File: config.mk
export PLATFORM = sky130hd
export DESIGN_NAME = qdt_cell
export DESIGN_NICKNAME = d
export VERILOG_FILES = /design/src/rtl/qdt_pkg.sv /design/src/rtl/qdt_cell.sv
export SDC_FILE = /design/constraint.sdc
export NUM_CORES = 1
export LEC_CHECK = 0
export BUFFER_PORTS_ARGS = -buffer_cell sky130_fd_sc_hd__clkbuf_2
export CAP_MARGIN = 10
export CORE_MARGIN = 10
export CORE_UTILIZATION = 42
export DETAILED_ROUTE_END_ITERATION = 8
export PLACE_DENSITY = 0.9
export SETUP_SLACK_MARGIN = 0.02
export SLEW_MARGIN = 20
export SYNTH_ARGS = -nofsm -noshare
export SYNTH_HDL_FRONTEND = slang
export SYNTH_SLANG_ARGS = --single-unit
File: constraint.sdc
create_clock -name i_clk -period 2.7 [get_ports i_clk]
set_input_delay 0.405 -clock i_clk [delete_from_list [all_inputs] [get_ports i_clk]]
set_output_delay 0.405 -clock i_clk [all_outputs]
set_load 0.05 [all_outputs]
File: src/rtl/qdt_pkg.sv
// Shared constants and types for the quadruple dedup table.
package qdt_pkg;

    localparam int OP_W        = 4;
    localparam int SYM_PORT_W  = 8;
    localparam int SLOT_PORT_W = 7;

    // Control that travels with a lookup token along the cell chain
    typedef struct packed {
        logic vld;
        logic last;
        logic hit;
    } t_tok_ctl;

    typedef enum logic [2:0] {
        S_IDLE = 3'b001,
        S_RUN  = 3'b010,
        S_DONE = 3'b100
    } t_state;

endpackage

File: src/rtl/qdt_cell.sv
// One table cell: holds a stored triple and compares the passing lookup token.
module qdt_cell #(
    parameter int SYM_W  = 8,
    parameter int SLOT_W = 7,
    parameter int CNT_W  = 8,
    parameter int IDX    = 0
) (
    input  logic                         i_clk,
    input  logic                         i_rst_n,
    // Occupancy and table write
    input  logic [CNT_W-1:0]             i_count,
    input  logic                         i_wr_en,
    input  logic [SLOT_W-1:0]            i_wr_slot,
    input  logic [qdt_pkg::OP_W-1:0]     i_wr_op,
    input  logic [SYM_W-1:0]             i_wr_a1,
    input  logic [SYM_W-1:0]             i_wr_a2,
    input  logic [SYM_W-1:0]             i_wr_dst,
    // Token from left neighbor
    input  qdt_pkg::t_tok_ctl            i_ctl,
    input  logic [qdt_pkg::OP_W-1:0]     i_op,
    input  logic [SYM_W-1:0]             i_a1,
    input  logic [SYM_W-1:0]             i_a2,
    input  logic [SYM_W-1:0]             i_dst,
    input  logic [SLOT_W-1:0]            i_slot,
    input  logic [SYM_W-1:0]             i_repl,
    // Token to right neighbor
    output qdt_pkg::t_tok_ctl            o_ctl,
    output logic [qdt_pkg::OP_W-1:0]     o_op,
    output logic [SYM_W-1:0]             o_a1,
    output logic [SYM_W-1:0]             o_a2,
    output logic [SYM_W-1:0]             o_dst,
    output logic [SLOT_W-1:0]            o_slot,
    output logic [SYM_W-1:0]             o_repl
);
    import qdt_pkg::*;

    logic [OP_W-1:0]   r_ent_op;
    logic [SYM_W-1:0]  r_ent_a1;
    logic [SYM_W-1:0]  r_ent_a2;
    logic [SYM_W-1:0]  r_ent_dst;

    t_tok_ctl          r_ctl;
    t_tok_ctl          n_ctl;
    logic [OP_W-1:0]   r_op;
    logic [SYM_W-1:0]  r_a1;
    logic [SYM_W-1:0]  r_a2;
    logic [SYM_W-1:0]  r_dst;
    logic [SLOT_W-1:0] r_slot;
    logic [SLOT_W-1:0] n_slot;
    logic [SYM_W-1:0]  r_repl;
    logic [SYM_W-1:0]  n_repl;

    logic              w_occupied;
    logic              w_match;

    assign w_occupied = CNT_W'(IDX) < i_count;
    assign w_match    = w_occupied && (r_ent_op == i_op) && (r_ent_a1 == i_a1)
                        && (r_ent_a2 == i_a2);

    // First match along the chain is the lowest slot; later cells leave it alone
    always_comb begin
        n_ctl  = i_ctl;
        n_slot = i_slot;
        n_repl = i_repl;
        if (i_ctl.vld && !i_ctl.hit && w_match) begin
            n_ctl.hit = 1'b1;
            n_slot    = SLOT_W'(IDX);
            n_repl    = r_ent_dst;
        end
    end

    always_ff @(posedge i_clk) begin
        if (i_wr_en && (i_wr_slot == SLOT_W'(IDX))) begin
            r_ent_op  <= i_wr_op;
            r_ent_a1  <= i_wr_a1;
            r_ent_a2  <= i_wr_a2;
            r_ent_dst <= i_wr_dst;
        end
    end

    always_ff @(posedge i_clk) begin
        if (!i_rst_n) begin
            r_ctl <= '0;
        end else begin
            r_ctl <= n_ctl;
        end
    end

    always_ff @(posedge i_clk) begin
        r_op   <= i_op;
        r_a1   <= i_a1;
        r_a2   <= i_a2;
        r_dst  <= i_dst;
        r_slot <= n_slot;
        r_repl <= n_repl;
    end

    assign o_ctl  = r_ctl;
    assign o_op   = r_op;
    assign o_a1   = r_a1;
    assign o_a2   = r_a2;
    assign o_dst  = r_dst;
    assign o_slot = r_slot;
    assign o_repl = r_repl;

endmodule

* Word level (Yosys, flattened, before mapping) *
Index checks and enable logic that the tools add are counted.

storage, ports and cells
  register bits = 74
  latch bits = 0
  RAM bits = 0
  memory bits (read-only) = 0
  input port bits = 92
  output and inout bits = 46
  memories kept = 0

operators by class
  add/sub/neg operators = 0
  $mul = 0
  divide/modulo/power cells = 0
  magnitude comparators = 1
  eq/ne operators = 3
  shift operators = 0
  mux-type cells = 2
  bitwise gates (word level) = 0
  reductions and logical operators = 8

operator list
  cell                                                                 number
  8-bit == test                                                        2
  1-bit by 8-bit < comparator with 1-bit output, first input constant  1
  8-bit 2-to-1 mux                                                     1
  7-bit logical NOT                                                    1
  1-bit logical AND                                                    6
  4-bit == test                                                        1
  1-bit logical NOT                                                    1
  1-bit 2-to-1 mux                                                     1

* Depth between registers and ports, before layout *
  depth in word-level cells = 6
  depth in mapped cells = 6
  depth with buffers taken out = 5

* Worst setup path before layout *
No wires, ideal clock.

  path kind = input port to flip-flop
  start = input i_a1[3]
  end = register r_repl[5] (netlist: o_repl[5])
  setup time = 121 ps
  data arrival time = 1843 ps
  setup slack = 735 ps
  cell stages on the path = 6
  buffers on the path = 1
  path through = xor2_1 -> nor4_1 -> nand4_1 -> nor4_4 -> buf_6 -> mux2_4

between the ends
  longest elaborated chain between the ends = 5

ends and longest elaborated chain
  element               RTL line        source
  from (decl)           qdt_cell.sv:21  input logic [SYM_W-1:0] i_a1,
  8-bit == test         qdt_cell.sv:57  assign w_match = w_occupied && (r_ent_op == i_op) && (r_ent_a1 == i_a1)
  1-bit logical AND     qdt_cell.sv:57
  1-bit logical AND     qdt_cell.sv:58  && (r_ent_a2 == i_a2);
  1-bit logical AND     qdt_cell.sv:65  if (i_ctl.vld && !i_ctl.hit && w_match) begin
  8-bit 2-to-1 mux      qdt_cell.sv:65
  via n_repl[5]         qdt_cell.sv:51  logic [SYM_W-1:0] n_repl;
  to (signal assigned)  qdt_cell.sv:95  r_repl <= n_repl;
  to (decl)             qdt_cell.sv:50  logic [SYM_W-1:0] r_repl;

The timed path passes the listed nets, and every way through them passes these cells.
A chain may end at the register's enable or synchronous reset.

* Worst setup path in the final report *
  start = register r_ent_a1[3]
  end = register r_repl[7] (netlist: o_repl[7])

between the ends
  longest elaborated chain between the ends = 5

ends and longest elaborated chain
  element                 RTL line        source
  from (decl)             qdt_cell.sv:38  logic [SYM_W-1:0] r_ent_a1;
  from (signal assigned)  qdt_cell.sv:75  r_ent_a1 <= i_wr_a1;
  8-bit == test           qdt_cell.sv:57
  1-bit logical AND       qdt_cell.sv:57
  1-bit logical AND       qdt_cell.sv:58
  1-bit logical AND       qdt_cell.sv:65
  8-bit 2-to-1 mux        qdt_cell.sv:65
  via n_repl[7]           qdt_cell.sv:51

The timed path passes the listed nets, and every way through them passes these cells.

==> flow_metrics.py <==
metrics = {
    "run_status": {
        "status": "finished clean",
    },
    "yosys": {
        "synth_commonest_cells": "dfxtp_1 (46), edfxtp_1 (28), xor2_1 (12), xnor2_1 (8), and2b_2 (7)",
        "yosysTopAreaCell": "dfxtp_1",
        "synth_edf_count": 28,
        "netlist_top_cells_area": "dfxtp_1 (41%), edfxtp_1 (38%), xor2_1 (4.7%), xnor2_1 (3.1%), mux2_2 (3.0%)",
        "syn_nets": 219,
        "synthArstFlopShare_pct": 0,
        "netlist_area_sq_um": 2230,
        "synth_top_area_share_pct": 41.3,
        "synth.most_common_cell": "dfxtp_1",
        "avgSynthCellArea_sq_um": 17.5,
        "seq_area_frac_synth_pct": 79.1,
        "synthDistinctLibCells": 17,
        "postSynthCellCount": 127,
        "yosys_most_used_dff": "dfxtp_1",
        "synth_warnings": 0,
        "ys_seq_elements": 74,
    },
    "pwr": {
        "power.switching_mw": 0.538,
        "p_leak_nw": 1.48,
        "power_density_nw_per_um2": 701,
        "ir_drop_uv": 455,
        "clockPowerShare_pct": 34.2,
        "netSwitchingFraction_pct": 24.1,
        "internal_power_mw": 1.70,
        "combPwrFrac_pct": 11.9,
        "p_seq_share_pct": 53.9,
    },
    "job": {
        "cap_violations": 0,
    },
    "sta": {
        "maxSlewViolCount": 0,
        "fin_tns_setup_ns": 0,
        "tightest_slew_ns": 0.360,
        "max-slew-margin-rel_pct": 75.7,
        "fin_worst_skew_ns": 0.00945,
        "setup_violations": 0,
        "hold_viol_final": 0,
        "finalCritPeriodShare_pct": 73.6,
        "fmaxAchievable_mhz": 503,
        "rsz0062_at_grt": "false",
        "finalCriticalPeriod_ns": 1.99,
    },
    "clock_network": {
        "path_clk_slew_ns": 0.07,
        "cts_tree": "yes",
        "htreeDepth": 3,
        "clk_latency_ns": 0.32,
        "clockBufferDepth": 2,
        "cts_resized": 0,
        "numCtsBuffers": 9,
        "numClockSinks": 74,
        "root_buffer": "clkbuf_8",
        "cts_hold_buffers": 0,
        "cts_setup_buffers": 0,
    },
    "floorplan": {
        "fp.dieArea_sq_um": 8620,
        "rows": 26,
        "die-width_um": 92.8,
        "die_h_um": 92.8,
        "io-pin-count": 138,
        "core_sq_um": 5140,
        "start_util_pct": 43.4,
    },
    "drt": {
        "via_per_inst": 4.28,
        "antenna_left": 0,
        "drc_errors": 0,
        "wl_per_cell_um": 15.5,
        "drt_iter0_markers": 38,
        "first_pass_iters": 4,
        "drt-total-wl_mm": 5.46,
        "num_vias": 1503,
    },
    "setup_path": {
        "cp_max_fo": 16,
        "crit_path_start_kind": "flip-flop",
        "cp-end-kind": "flip-flop",
        "crit_type": "flip-flop to flip-flop",
        "cp_cell_sequence": "xor2_1 > nor4_1 > nand4_1 > nor4_4 > buf_4 > mux2_2",
        "worstPathArrival_ns": 2.19,
        "max_stage_delay_ns": 0.39,
        "required_ns": 2.91,
        "slowest_stage": "edfxtp_1",
    },
    "global_routing": {
        "grt-ovfl-total": 0,
        "grt_util_all_layers_pct": 12.7,
        "grt_max_degree": 29,
        "grt_pass1_wl_mm": 8.40,
        "grt_pass1_vias": 1750,
        "grt_antenna_before_repair": 0,
    },
    "worst_hold_path": {
        "hp-class": "input port to flip-flop",
    },
    "final_layout": {
        "final_cell_area_sq_um": 3190,
        "antenna_cells": 0,
        "drive_gt1_share_pct": 59.8,
        "fill_cells": 421,
        "area_growth_pct": 43.1,
        "nets": 368,
    },
    "place": {
        "gp_congestion": 0.748,
        "io_buffers": 137,
        "post_dp_cell_area_sq_um": 3010,
        "dpl.hpwl_mm": 4.63,
    },
}
==> flip-flops by register name, indices dropped and copies added (netlist names) <==
signal and cells:
o_a1 8, o_a2 8, o_dst 8, o_repl 8
r_ent_a1 8, r_ent_a2 8, r_ent_dst 8, o_slot 7
o_op 4, r_ent_op 4, o_ctl 3
==> cell usage in the layout, fill, tap and decap left out <==
cell and instances:
xnor2_1 8, o21a_1 1, nor4_1 6, mux2_4 2
nand4b_1 1, buf_4 2, nand2_1 2, clkbuf_8 10
and2b_2 7, and4b_1 1, nor2_1 1, nor4_4 1
nand4_1 2, and2_1 2, clkinv_2 2, xor2_1 12
mux2_2 6, clkbuf_1 3, edfxtp_1 28, clkbuf_2 137
dfxtp_1 46, clkbuf_16 1
==> worst paths after layout <==
path / start / endpoint / slack (ns) / cells after the start
max: r_ent_a1[3] / o_repl[7] / 0.71 / 6
min: i_dst[4] / o_dst[4] / 0.18 / 1
max reg2reg: r_ent_a1[3] / o_repl[7] / 0.71 / 6
min reg2reg: r_ent_dst[3] / o_repl[3] / 0.47 / 1
==> through the flow <==
stage               worst slack [ns]  std cells  util (%)  hold WS [ns]  power (mW)
floorplan                      0.735        127         -         0.433        1.39
global placement               0.607        335      58.5         0.449        1.49
CTS                            0.682        351      62.0         0.155        2.27
global route                   0.545        351      62.0         0.152        2.33
finish                         0.713        351      62.0         0.177        2.23
detailed placement             0.569        335      58.5         0.461        1.50
==> power by group through the flow <==
| stage | registers (mW) | clock network [mW] | logic, mW |
|---|---|---|---|
| finish | 1.20 | 0.764 | 0.267 |
| global route | 1.21 | 0.841 | 0.284 |
| CTS | 1.20 | 0.793 | 0.271 |
| detailed placement | 1.23 | 0 | 0.270 |
| global placement | 1.23 | 0 | 0.266 |
| floorplan | 1.36 | 0 | 0.0273 |
==> cell type report <==
class | count | area, sq um | area share [%]
flip-flops and latches | 74 | 1760 | 55.2
repair buffers | 139 | 701 | 22.0
multi-input cells | 52 | 455 | 14.3
clock buffers | 14 | 174 | 5.45
well taps | 70 | 87.6 | 2.75
clock inverters | 2 | 10.0 | 0.314
==> cell families (layout without fill, tap and decap cells) <==
group | after synthesis | after routing | share of synthesized area [%]
flip-flops | 74 | 74 | 79.1
AND/OR/NAND/NOR | 23 | 23 | 7.86
XOR/XNOR | 20 | 20 | 7.86
multiplexers | 8 | 8 | 4.38
AO/OA/AOI/OAI | 1 | 1 | 0.337
buffers and inverters | 1 | 155 | 0.505
==> metal layers <==
| layer | vias up | share of wire [%] | GRT usage, % |
|---|---|---|---|
| met2 | 68 | 55 | 23.0 |
| li1 | 741 | - | - |
| met3 | 11 | 8.7 | 5.97 |
| met5 | - | 0 | 0 |
| met4 | 0 | 1.9 | 6.17 |
| met1 | 683 | 34 | 11.7 |
==> critical path, delay by kind of cell, from the launching register on <==
family / cells / cell delay (ns)
mux: 1 / 0.36
xor+xnor: 1 / 0.15
simple gates: 3 / 0.70
buf+inv: 1 / 0.26
flops: 1 / 0.39
(Power assumes the default switching activity.)
